[src/hw/rtl/spq_pkg.sv]
// Package for the sorted priority queue: capacity, widths, operation and
// status codes, controller states and the command/status structs.
// No dependencies.
package spq_pkg;

   localparam int CAPACITY = 16;
   localparam int IDX_W    = $clog2(CAPACITY);
   localparam int CNT_W    = $clog2(CAPACITY + 1);
   localparam int OP_W     = 2;
   localparam int HDL_W    = 16;
   localparam int PRIO_W   = 32;
   localparam int STAT_W   = 2;
   localparam int OCC_W    = 5;

   typedef enum logic [OP_W-1:0] {
      OP_INSERT   = 2'd0,
      OP_EXTRACT  = 2'd1,
      OP_REMOVE   = 2'd2,
      OP_DECREASE = 2'd3
   } op_type;

   typedef enum logic [STAT_W-1:0] {
      ST_OK        = 2'd0,
      ST_EMPTY     = 2'd1,
      ST_NOT_FOUND = 2'd2,
      ST_FULL      = 2'd3
   } status_type;

   typedef enum logic [2:0] {
      S_IDLE,
      S_REMOVE,
      S_INSERT,
      S_HOLD
   } state_type;

   typedef struct packed {
      logic load;
      logic remove;
      logic insert;
      logic rsp_next;
      logic rsp_held;
   } cmd_type;

   typedef struct packed {
      op_type op;
   } stat_type;

endpackage

[src/hw/rtl/spq_datapath.sv]
// Datapath of the sorted priority queue: the sorted shift-register array,
// the entry count, the request latch and the result register.
// Depends on spq_pkg.
module spq_datapath (
   input  logic                             clock,
   input  logic                             reset,
   input  logic [spq_pkg::OP_W-1:0]         req_operation,
   input  logic [spq_pkg::HDL_W-1:0]        req_item_handle,
   input  logic signed [spq_pkg::PRIO_W-1:0] req_priority_req,
   input  spq_pkg::cmd_type                 cmd,
   output spq_pkg::stat_type                stat,
   output logic [spq_pkg::HDL_W-1:0]        rsp_out_handle,
   output logic [spq_pkg::STAT_W-1:0]       rsp_status,
   output logic [spq_pkg::OCC_W-1:0]        rsp_occupancy
);

   localparam int N = spq_pkg::CAPACITY;

   spq_pkg::op_type                   op_ff, op_in;
   logic [spq_pkg::HDL_W-1:0]         handle_ff, handle_in;
   logic signed [spq_pkg::PRIO_W-1:0] prio_ff, prio_in;
   spq_pkg::status_type               status_ff, status_in;
   logic [spq_pkg::HDL_W-1:0]         got_ff, got_in;
   logic [spq_pkg::CNT_W-1:0]         count_ff, count_in;
   logic signed [spq_pkg::PRIO_W-1:0] prio_mem_ff [N];
   logic signed [spq_pkg::PRIO_W-1:0] prio_mem_in [N];
   logic [spq_pkg::HDL_W-1:0]         hdl_mem_ff [N];
   logic [spq_pkg::HDL_W-1:0]         hdl_mem_in [N];
   logic [spq_pkg::HDL_W-1:0]         rsp_handle_ff, rsp_handle_in;
   spq_pkg::status_type               rsp_status_ff, rsp_status_in;
   logic [spq_pkg::OCC_W-1:0]         rsp_occ_ff, rsp_occ_in;

   logic [N-1:0] match;
   logic [N-1:0] past_match;
   logic [N-1:0] greater;
   logic [N-1:0] shift_up;
   logic         found;
   logic         full;

   always_comb begin
      for (int i = 0; i < N; i++) begin
         if (op_ff == spq_pkg::OP_EXTRACT) begin
            match[i] = (i == 0) && (count_ff != '0);
         end else begin
            match[i] = (spq_pkg::CNT_W'(i) < count_ff) && (hdl_mem_ff[i] == handle_ff);
         end
         greater[i] = (spq_pkg::CNT_W'(i) < count_ff) && (prio_mem_ff[i] > prio_ff);
         shift_up[i] = greater[i] || (spq_pkg::CNT_W'(i) == count_ff);
      end
      past_match[0] = match[0];
      for (int i = 1; i < N; i++) begin
         past_match[i] = past_match[i-1] | match[i];
      end
      found = |match;
      full  = (count_ff == spq_pkg::CNT_W'(N));
   end

   always_comb begin
      op_in     = op_ff;
      handle_in = handle_ff;
      prio_in   = prio_ff;
      status_in = status_ff;
      got_in    = got_ff;
      count_in  = count_ff;
      for (int i = 0; i < N; i++) begin
         prio_mem_in[i] = prio_mem_ff[i];
         hdl_mem_in[i]  = hdl_mem_ff[i];
      end

      if (cmd.load) begin
         op_in     = spq_pkg::op_type'(req_operation);
         handle_in = req_item_handle;
         prio_in   = req_priority_req;
         status_in = spq_pkg::ST_OK;
         got_in    = '0;
      end

      if (cmd.remove) begin
         for (int i = 0; i < N - 1; i++) begin
            if (past_match[i]) begin
               prio_mem_in[i] = prio_mem_ff[i+1];
               hdl_mem_in[i]  = hdl_mem_ff[i+1];
            end
         end
         if (found) begin
            count_in = count_ff - 1'b1;
         end
         if (op_ff == spq_pkg::OP_EXTRACT) begin
            if (found) begin
               got_in = hdl_mem_ff[0];
            end else begin
               status_in = spq_pkg::ST_EMPTY;
            end
         end else if (op_ff == spq_pkg::OP_REMOVE && !found) begin
            status_in = spq_pkg::ST_NOT_FOUND;
         end
      end

      if (cmd.insert) begin
         if (full) begin
            status_in = spq_pkg::ST_FULL;
         end else begin
            for (int i = 0; i < N; i++) begin
               if (shift_up[i] && !(i > 0 && shift_up[(i > 0) ? i - 1 : 0])) begin
                  prio_mem_in[i] = prio_ff;
                  hdl_mem_in[i]  = handle_ff;
               end else if (shift_up[i]) begin
                  prio_mem_in[i] = prio_mem_ff[(i > 0) ? i - 1 : 0];
                  hdl_mem_in[i]  = hdl_mem_ff[(i > 0) ? i - 1 : 0];
               end
            end
            count_in = count_ff + 1'b1;
            status_in = spq_pkg::ST_OK;
         end
      end
   end

   always_comb begin
      rsp_handle_in = rsp_handle_ff;
      rsp_status_in = rsp_status_ff;
      rsp_occ_in    = rsp_occ_ff;
      if (cmd.rsp_next) begin
         rsp_handle_in = got_in;
         rsp_status_in = status_in;
         rsp_occ_in    = spq_pkg::OCC_W'(count_in);
      end else if (cmd.rsp_held) begin
         rsp_handle_in = got_ff;
         rsp_status_in = status_ff;
         rsp_occ_in    = spq_pkg::OCC_W'(count_ff);
      end
   end

   always_ff @(posedge clock) begin
      if (reset) begin
         count_ff <= '0;
      end else begin
         count_ff <= count_in;
      end
   end

   always_ff @(posedge clock) begin
      op_ff         <= op_in;
      handle_ff     <= handle_in;
      prio_ff       <= prio_in;
      status_ff     <= status_in;
      got_ff        <= got_in;
      rsp_handle_ff <= rsp_handle_in;
      rsp_status_ff <= rsp_status_in;
      rsp_occ_ff    <= rsp_occ_in;
      for (int i = 0; i < N; i++) begin
         prio_mem_ff[i] <= prio_mem_in[i];
         hdl_mem_ff[i]  <= hdl_mem_in[i];
      end
   end

   assign stat.op        = op_ff;
   assign rsp_out_handle = rsp_handle_ff;
   assign rsp_status     = rsp_status_ff;
   assign rsp_occupancy  = rsp_occ_ff;

endmodule

[src/hw/rtl/spq_controller.sv]
// Controller of the sorted priority queue: sequences the remove and insert
// phases of one request and owns the result valid flag.
// Depends on spq_pkg.
module spq_controller (
   input  logic                     clock,
   input  logic                     reset,
   input  logic                     req_valid,
   input  logic [spq_pkg::OP_W-1:0] req_operation,
   output logic                     req_ready,
   output logic                     rsp_valid,
   input  logic                     rsp_ready,
   input  spq_pkg::stat_type        stat,
   output spq_pkg::cmd_type         cmd
);

   spq_pkg::state_type state_ff, state_in;
   logic               rsp_valid_ff, rsp_valid_in;
   logic               out_free;
   logic               last_phase;

   assign out_free = !rsp_valid_ff || rsp_ready;
   assign last_phase = (state_ff == spq_pkg::S_INSERT) ||
                       (state_ff == spq_pkg::S_REMOVE && stat.op != spq_pkg::OP_DECREASE);

   always_comb begin
      state_in = state_ff;
      case (state_ff)
         spq_pkg::S_IDLE: begin
            if (req_valid) begin
               if (spq_pkg::op_type'(req_operation) == spq_pkg::OP_INSERT) begin
                  state_in = spq_pkg::S_INSERT;
               end else begin
                  state_in = spq_pkg::S_REMOVE;
               end
            end
         end
         spq_pkg::S_REMOVE: begin
            if (stat.op == spq_pkg::OP_DECREASE) begin
               state_in = spq_pkg::S_INSERT;
            end else if (out_free) begin
               state_in = spq_pkg::S_IDLE;
            end else begin
               state_in = spq_pkg::S_HOLD;
            end
         end
         spq_pkg::S_INSERT: begin
            state_in = out_free ? spq_pkg::S_IDLE : spq_pkg::S_HOLD;
         end
         spq_pkg::S_HOLD: begin
            if (out_free) begin
               state_in = spq_pkg::S_IDLE;
            end
         end
         default: begin
            state_in = spq_pkg::S_IDLE;
         end
      endcase
   end

   always_comb begin
      cmd       = '0;
      req_ready = 1'b0;
      case (state_ff)
         spq_pkg::S_IDLE: begin
            req_ready = 1'b1;
            cmd.load  = req_valid;
         end
         spq_pkg::S_REMOVE: begin
            cmd.remove   = 1'b1;
            cmd.rsp_next = last_phase && out_free;
         end
         spq_pkg::S_INSERT: begin
            cmd.insert   = 1'b1;
            cmd.rsp_next = out_free;
         end
         spq_pkg::S_HOLD: begin
            cmd.rsp_held = out_free;
         end
         default: begin
            cmd = '0;
         end
      endcase
   end

   always_comb begin
      if (cmd.rsp_next || cmd.rsp_held) begin
         rsp_valid_in = 1'b1;
      end else if (rsp_ready) begin
         rsp_valid_in = 1'b0;
      end else begin
         rsp_valid_in = rsp_valid_ff;
      end
   end

   always_ff @(posedge clock) begin
      if (reset) begin
         state_ff     <= spq_pkg::S_IDLE;
         rsp_valid_ff <= 1'b0;
      end else begin
         state_ff     <= state_in;
         rsp_valid_ff <= rsp_valid_in;
      end
   end

   assign rsp_valid = rsp_valid_ff;

endmodule

[src/hw/rtl/sorted_priority_queue.sv]
// Top level of the sorted priority queue: joins the controller and datapath.
// Depends on spq_pkg, spq_controller and spq_datapath.
//
// Usage: a request beat on the req_ channel carries an operation (insert,
// extract minimum, remove handle, decrease key), a handle and a signed Q16.16
// priority. Every request yields exactly one response beat on the rsp_
// channel with the extracted handle, a status code and the occupancy after
// the operation. Entries are kept sorted in a shift-register array, so each
// phase compares all entries in parallel.
// For insert, extract and remove the response beat is registered at the end
// of the single array phase; for decrease key at the end of the insert phase,
// after a remove phase. One request is handled at a time and the block is ready
// again after its last phase; each request takes an accept cycle and then its
// array phases.
// The response register lets a new request be accepted while the previous
// response waits; if the receiver still stalls when the next response is
// ready, the block holds that response internally and accepts nothing more.
// Reset empties the queue and drops any pending response.
module sorted_priority_queue (
   input  logic                              clock,
   input  logic                              reset,
   input  logic                              req_valid,
   output logic                              req_ready,
   input  logic [spq_pkg::OP_W-1:0]          req_operation,
   input  logic [spq_pkg::HDL_W-1:0]         req_item_handle,
   input  logic signed [spq_pkg::PRIO_W-1:0] req_priority_req,
   output logic                              rsp_valid,
   input  logic                              rsp_ready,
   output logic [spq_pkg::HDL_W-1:0]         rsp_out_handle,
   output logic [spq_pkg::STAT_W-1:0]        rsp_status,
   output logic [spq_pkg::OCC_W-1:0]         rsp_occupancy
);

   spq_pkg::cmd_type  cmd;
   spq_pkg::stat_type stat;

   spq_controller u_ctrl (
      .clock         (clock),
      .reset         (reset),
      .req_valid     (req_valid),
      .req_operation (req_operation),
      .req_ready     (req_ready),
      .rsp_valid     (rsp_valid),
      .rsp_ready     (rsp_ready),
      .stat          (stat),
      .cmd           (cmd)
   );

   spq_datapath u_dp (
      .clock            (clock),
      .reset            (reset),
      .req_operation    (req_operation),
      .req_item_handle  (req_item_handle),
      .req_priority_req (req_priority_req),
      .cmd              (cmd),
      .stat             (stat),
      .rsp_out_handle   (rsp_out_handle),
      .rsp_status       (rsp_status),
      .rsp_occupancy    (rsp_occupancy)
   );

endmodule

[config.mk]
export PLATFORM = sky130hd
export DESIGN_NAME = sorted_priority_queue
export DESIGN_NICKNAME = d
export VERILOG_FILES = /design/src/hw/rtl/spq_pkg.sv /design/src/hw/rtl/spq_datapath.sv /design/src/hw/rtl/spq_controller.sv /design/src/hw/rtl/sorted_priority_queue.sv
export SDC_FILE = /design/constraint.sdc
export NUM_CORES = 2
export LEC_CHECK = 0
export BUFFER_PORTS_ARGS = -buffer_cell sky130_fd_sc_hd__buf_2
export CAP_MARGIN = 20
export CORE_ASPECT_RATIO = 1.4
export CORE_MARGIN = 3
export CORE_UTILIZATION = 50
export DETAILED_ROUTE_END_ITERATION = 16
export PLACE_DENSITY = 0.66
export SYNTH_ARGS = -nofsm -noshare
export SYNTH_HDL_FRONTEND = slang
export SYNTH_SLANG_ARGS = --single-unit
[constraint.sdc]
create_clock -name clock -period 8 [get_ports clock]
set_input_delay 0.8 -clock clock [delete_from_list [all_inputs] [get_ports clock]]
set_output_delay 0.8 -clock clock [all_outputs]
set_load 0.05 [all_outputs]
==> summary by stage <==
Setup path
STA classifies the critical path endpoint as a flop. The slowest cell on the critical path is nor4_1. The maximum fanout count along the critical path is 48. The maximum single-stage delay on the critical path is 1.12 ns. Data on the critical path is required at its endpoint by 8.62 ns. The critical path start-end classification is flop to flop. The kind of launch point of the worst setup path is a flop.

At the worst endpoint, the arrival time is 7.48 ns. The critical path goes through inv_1, ha_1, nand4_1, nor3_1, nand4_1, nor4_1, nor3_1, o211a_1, a211o_4, nand2_4, mux2i_1.

Drt
In the final routed layout, each cell accounts on average for 31.1 um. The total detailed-routing wirelength is about 230,000 um. The via-per-instance ratio is ~6.8. The number of remaining DRC errors is 0. For this run, the detailed router's first-pass iteration total came to 6. The routed layout has 49,400 vias.

In this run the remaining antenna-violating nets after routing total 0. The initial DRC count is 4,621.

Logic synthesis
Synthesis produced a netlist with a net count of 6,440. The summed instance area of the synthesized netlist is 58,300 um^2. The leading register cell type out of synthesis is dfxtp_1. The synthesized design devotes to its leading area cell type between 20 and 30% of total area. The number of synthesis warnings is 0. The number of distinct standard cells referenced by the synthesized netlist is 82. Summing the areas of all compound-gate instances in the mapped netlist gives 12.0% of the synthesized area.

Of the total synthesized cell area, the portion taken by AND, OR, NAND and NOR gates is 8.72%. The synthesized netlist cell count is 5,864. The fraction of registers with async set or reset after synthesis is 0%. In the synthesized netlist, mux cells make up 28.3% of the area.

The xor-xnor portion of the synthesized cell area is around 4.0%. The mean instance size in the synthesized netlist is 9.94 um^2. Yosys instantiated no cell more often than mux2i_1. Sorting the synthesized cells by area gives the leading types as dfxtp_1 (26%), mux2i_1 (25%), ha_1 (11%).

The adder-cell area share of the yosys netlist is 11.2%. After synthesis, flip-flops and latches occupy 31.8% of the total area. The flip-flop and latch count after synthesis is 867. Yosys mapped a number of flops with a built-in enable equal to 121. After synthesis, the most frequently instantiated cells are mux2i_1 (1,484), dfxtp_1 (746), ha_1 (522). Summed over all instances, the cell type with the most area after synthesis is dfxtp_1. After synthesis, the largest family of logic cells by area is multiplexers.

Clock tree
Clock-pin slew was measured on the worst setup and hold paths at 0.07 ns. Post-CTS timing repair inserted 0 buffers for setup. The clock passes through at most 3 buffers. Counting every sink on the clock net gives 867. The total CTS buffers is 95. The number of H-tree branching levels is 3. Once the clock tree was built, the resizer swapped 0 gates to a different size. The clock reaches the later pin of the worst-skew pair after 0.75 ns. CTS placed an instance of clkbuf_16 at the clock tree root. The number of hold buffers added after CTS was 0. The TritonCTS clock tree is built.

Floorplanning
The initial utilization of the core area, before any placement, comes to 50.6%. The die is ~400 um tall. From left edge to right edge, the die measures 295 um. After floorplanning, the core was divided into 147 placement rows. The die area is between 100,000 and 150,000 um^2. The number of I/O pins is 79. The core footprint is 115,000 um^2.

STA
The clock arrives with between 0.05 and 0.06 ns of skew. The ratio of final minimum period to clock period is 85.8%. The worst slew margin relative to its limit is ~11%. The actual slew at the worst max-slew pin is 1.32 ns. Derived from the worst setup path, the maximum achievable clock frequency is 0.146 GHz. The number of hold violations in the final report is 0. The post-route minimum period is roughly 7 ns. For the final routed database, the setup TNS stands at 0 ns. The max-slew violation total from the final report came to 0.

Setup violations remaining at the end of the flow were counted as 0. Setup repair after global routing left no endpoint under its margin.

Place
The congestion estimate from routability-driven global placement came to just over 1. The total of buffers placed on input and output ports is between 70 and 80. The detailed placer's ending HPWL is 156,000 um.

Pwr
The total power of the final layout is 0.0150 W. Across the VDD grid, the largest voltage drop is 0.000218 V. The total internal power is ~0.0097 W. The register share of total power is 42.9%.

Of the total power, combinational logic draws between 20% and 30%. The clock network burns 31.6% of the power. The total power density per cell area is roughly 240 nW/um^2.

In this run the static leakage power is 30.2 nW. In this run the power spent charging and discharging nets is roughly 0.0053 W. Of the total power, the share spent switching nets is between 30% and 40%.

Global routing
The pin count of the biggest net entering global routing is 80. The initial antenna violation count is 8. The number of global-route vias before repair is 49,000. The first global-routing pass estimated about 330,000 um of wire. Global routing used 36.4% of the available tracks across all layers. For this run the aggregate overflow at the end of global routing stands at 0.

Final layout
Of the cells placed in the final design, the portion with a size suffix greater than 1 is 10.3%. The area growth from synthesis to layout is 8.85%. The number of nets in the layout is roughly 6,300. The final cell utilization of the core is 55.1%.

Flow run
The count of maximum capacitance violations is 0.

Min path
The worst hold path belongs to the class input port to flop.

Run status
The run finished with clean final reports.
critical path: cells and delay by family (launching register included):
kind	cells	cell delay, ns
AO/OA/AOI/OAI	2	0.73
multiplexers	1	0.26
adder cells (fa/ha/maj)	1	0.59
flip-flops	1	0.69
AND/OR/NAND/NOR	6	3.74
buffers and inverters	1	0.48
layout make-up:
class,count,area (um^2)
Clock inverter,39,447
Antenna cell,3,7.51
Sequential cell,867,18600
Tap cell,1490,1860
Fill cell,10300,51700
Clock buffer,139,2860
Timing Repair Buffer,209,1410
Inverter,90,339
Multi-Input combinational cell,4460,38000
metrics by stage:
stage	instance area [um^2]	worst slack, ns	cells	hold WS (ns)
2_1_floorplan	58300	4.33	5864	0.434
3_3_place_gp	60100	1.62	7113	0.441
3_5_place_dp	60100	1.55	7114	0.446
4_1_cts	63400	1.51	7292	0.191
5_1_grt	63500	1.26	7294	0.213
6_report	63500	1.14	7297	0.220
layout by cell type (no fill, tap or decap), drive strengths merged, types with 15 or more instances in the layout:
cell type	n
a31oi	156
nand2b	20
dfxtp	746
nor2	134
o21a	29
a21o	149
edfxtp	121
nand2	79
a2111oi	15
a211oi	64
o21ai	206
nor4	46
and2	54
nand4	116
ha	522
clkbuf	140
mux2i	1484
buf	208
nor3	132
or3	74
nand3	150
o22ai	56
inv	94
xor2	140
nor2b	78
a21oi	282
clkinv	22
and3	15
xnor2	123
mux2	146
a22o	18
o211ai	50
kinds of logic (layout without fill, tap and decap cells):
family,Yosys count,after routing
DFF,867,867
adders and majority gates,522,522
muxes,1630,1630
xor gates and xnor gates,263,263
other,0,3
and+or+nand+nor,937,937
AOI/OAI and AO/OA,1108,1108
buffers and inverters,537,477
power groups by stage:
stage	clock, W	combinational (W)	sequential [W]
floorplan	0	0.00279	0.00592
global route	0.00495	0.00419	0.00648
finish	0.00474	0.00383	0.00645
detailed placement	0	0.00371	0.00648
global placement	0	0.00360	0.00647
CTS	0.00479	0.00373	0.00638
per-layer routing:
layer | track usage (%) | share of wire, % | up-vias
met5 | 0 | 0.018 | -
li1 | - | - | 21800
met1 | 40.1 | 36 | 24100
met4 | 32.8 | 10 | 6
met3 | 7.18 | 7.3 | 1011
met2 | 59.2 | 46 | 2437
registers in the layout, summed over array words and instances (netlist names):
name	count
u_dp.prio_mem_ff	512
u_dp.hdl_mem_ff	256
u_dp.prio_ff	32
u_dp.got_ff	16
u_dp.handle_ff	16
u_dp.rsp_out_handle	16
u_dp.count_ff	5
u_dp.rsp_occupancy	5
u_ctrl.state_ff	2
u_dp.rsp_status	2
u_dp.stat	2
u_dp.status_ff	2
u_ctrl.rsp_valid	1
final timing paths:
kind / startpoint / to / slack (ns) / cells after the start
max reg2reg: u_dp.prio_ff[31] / u_dp.prio_mem_ff[1][96] / 1.14 / 11
min reg2reg: u_dp.got_ff[9] / u_dp.got_ff[9] / 0.45 / 2
max: u_dp.prio_ff[31] / u_dp.prio_mem_ff[1][96] / 1.14 / 11
min: req_item_handle[0] / u_dp.handle_ff[0] / 0.22 / 1
Note: power is estimated with default switching activity, not from simulation.
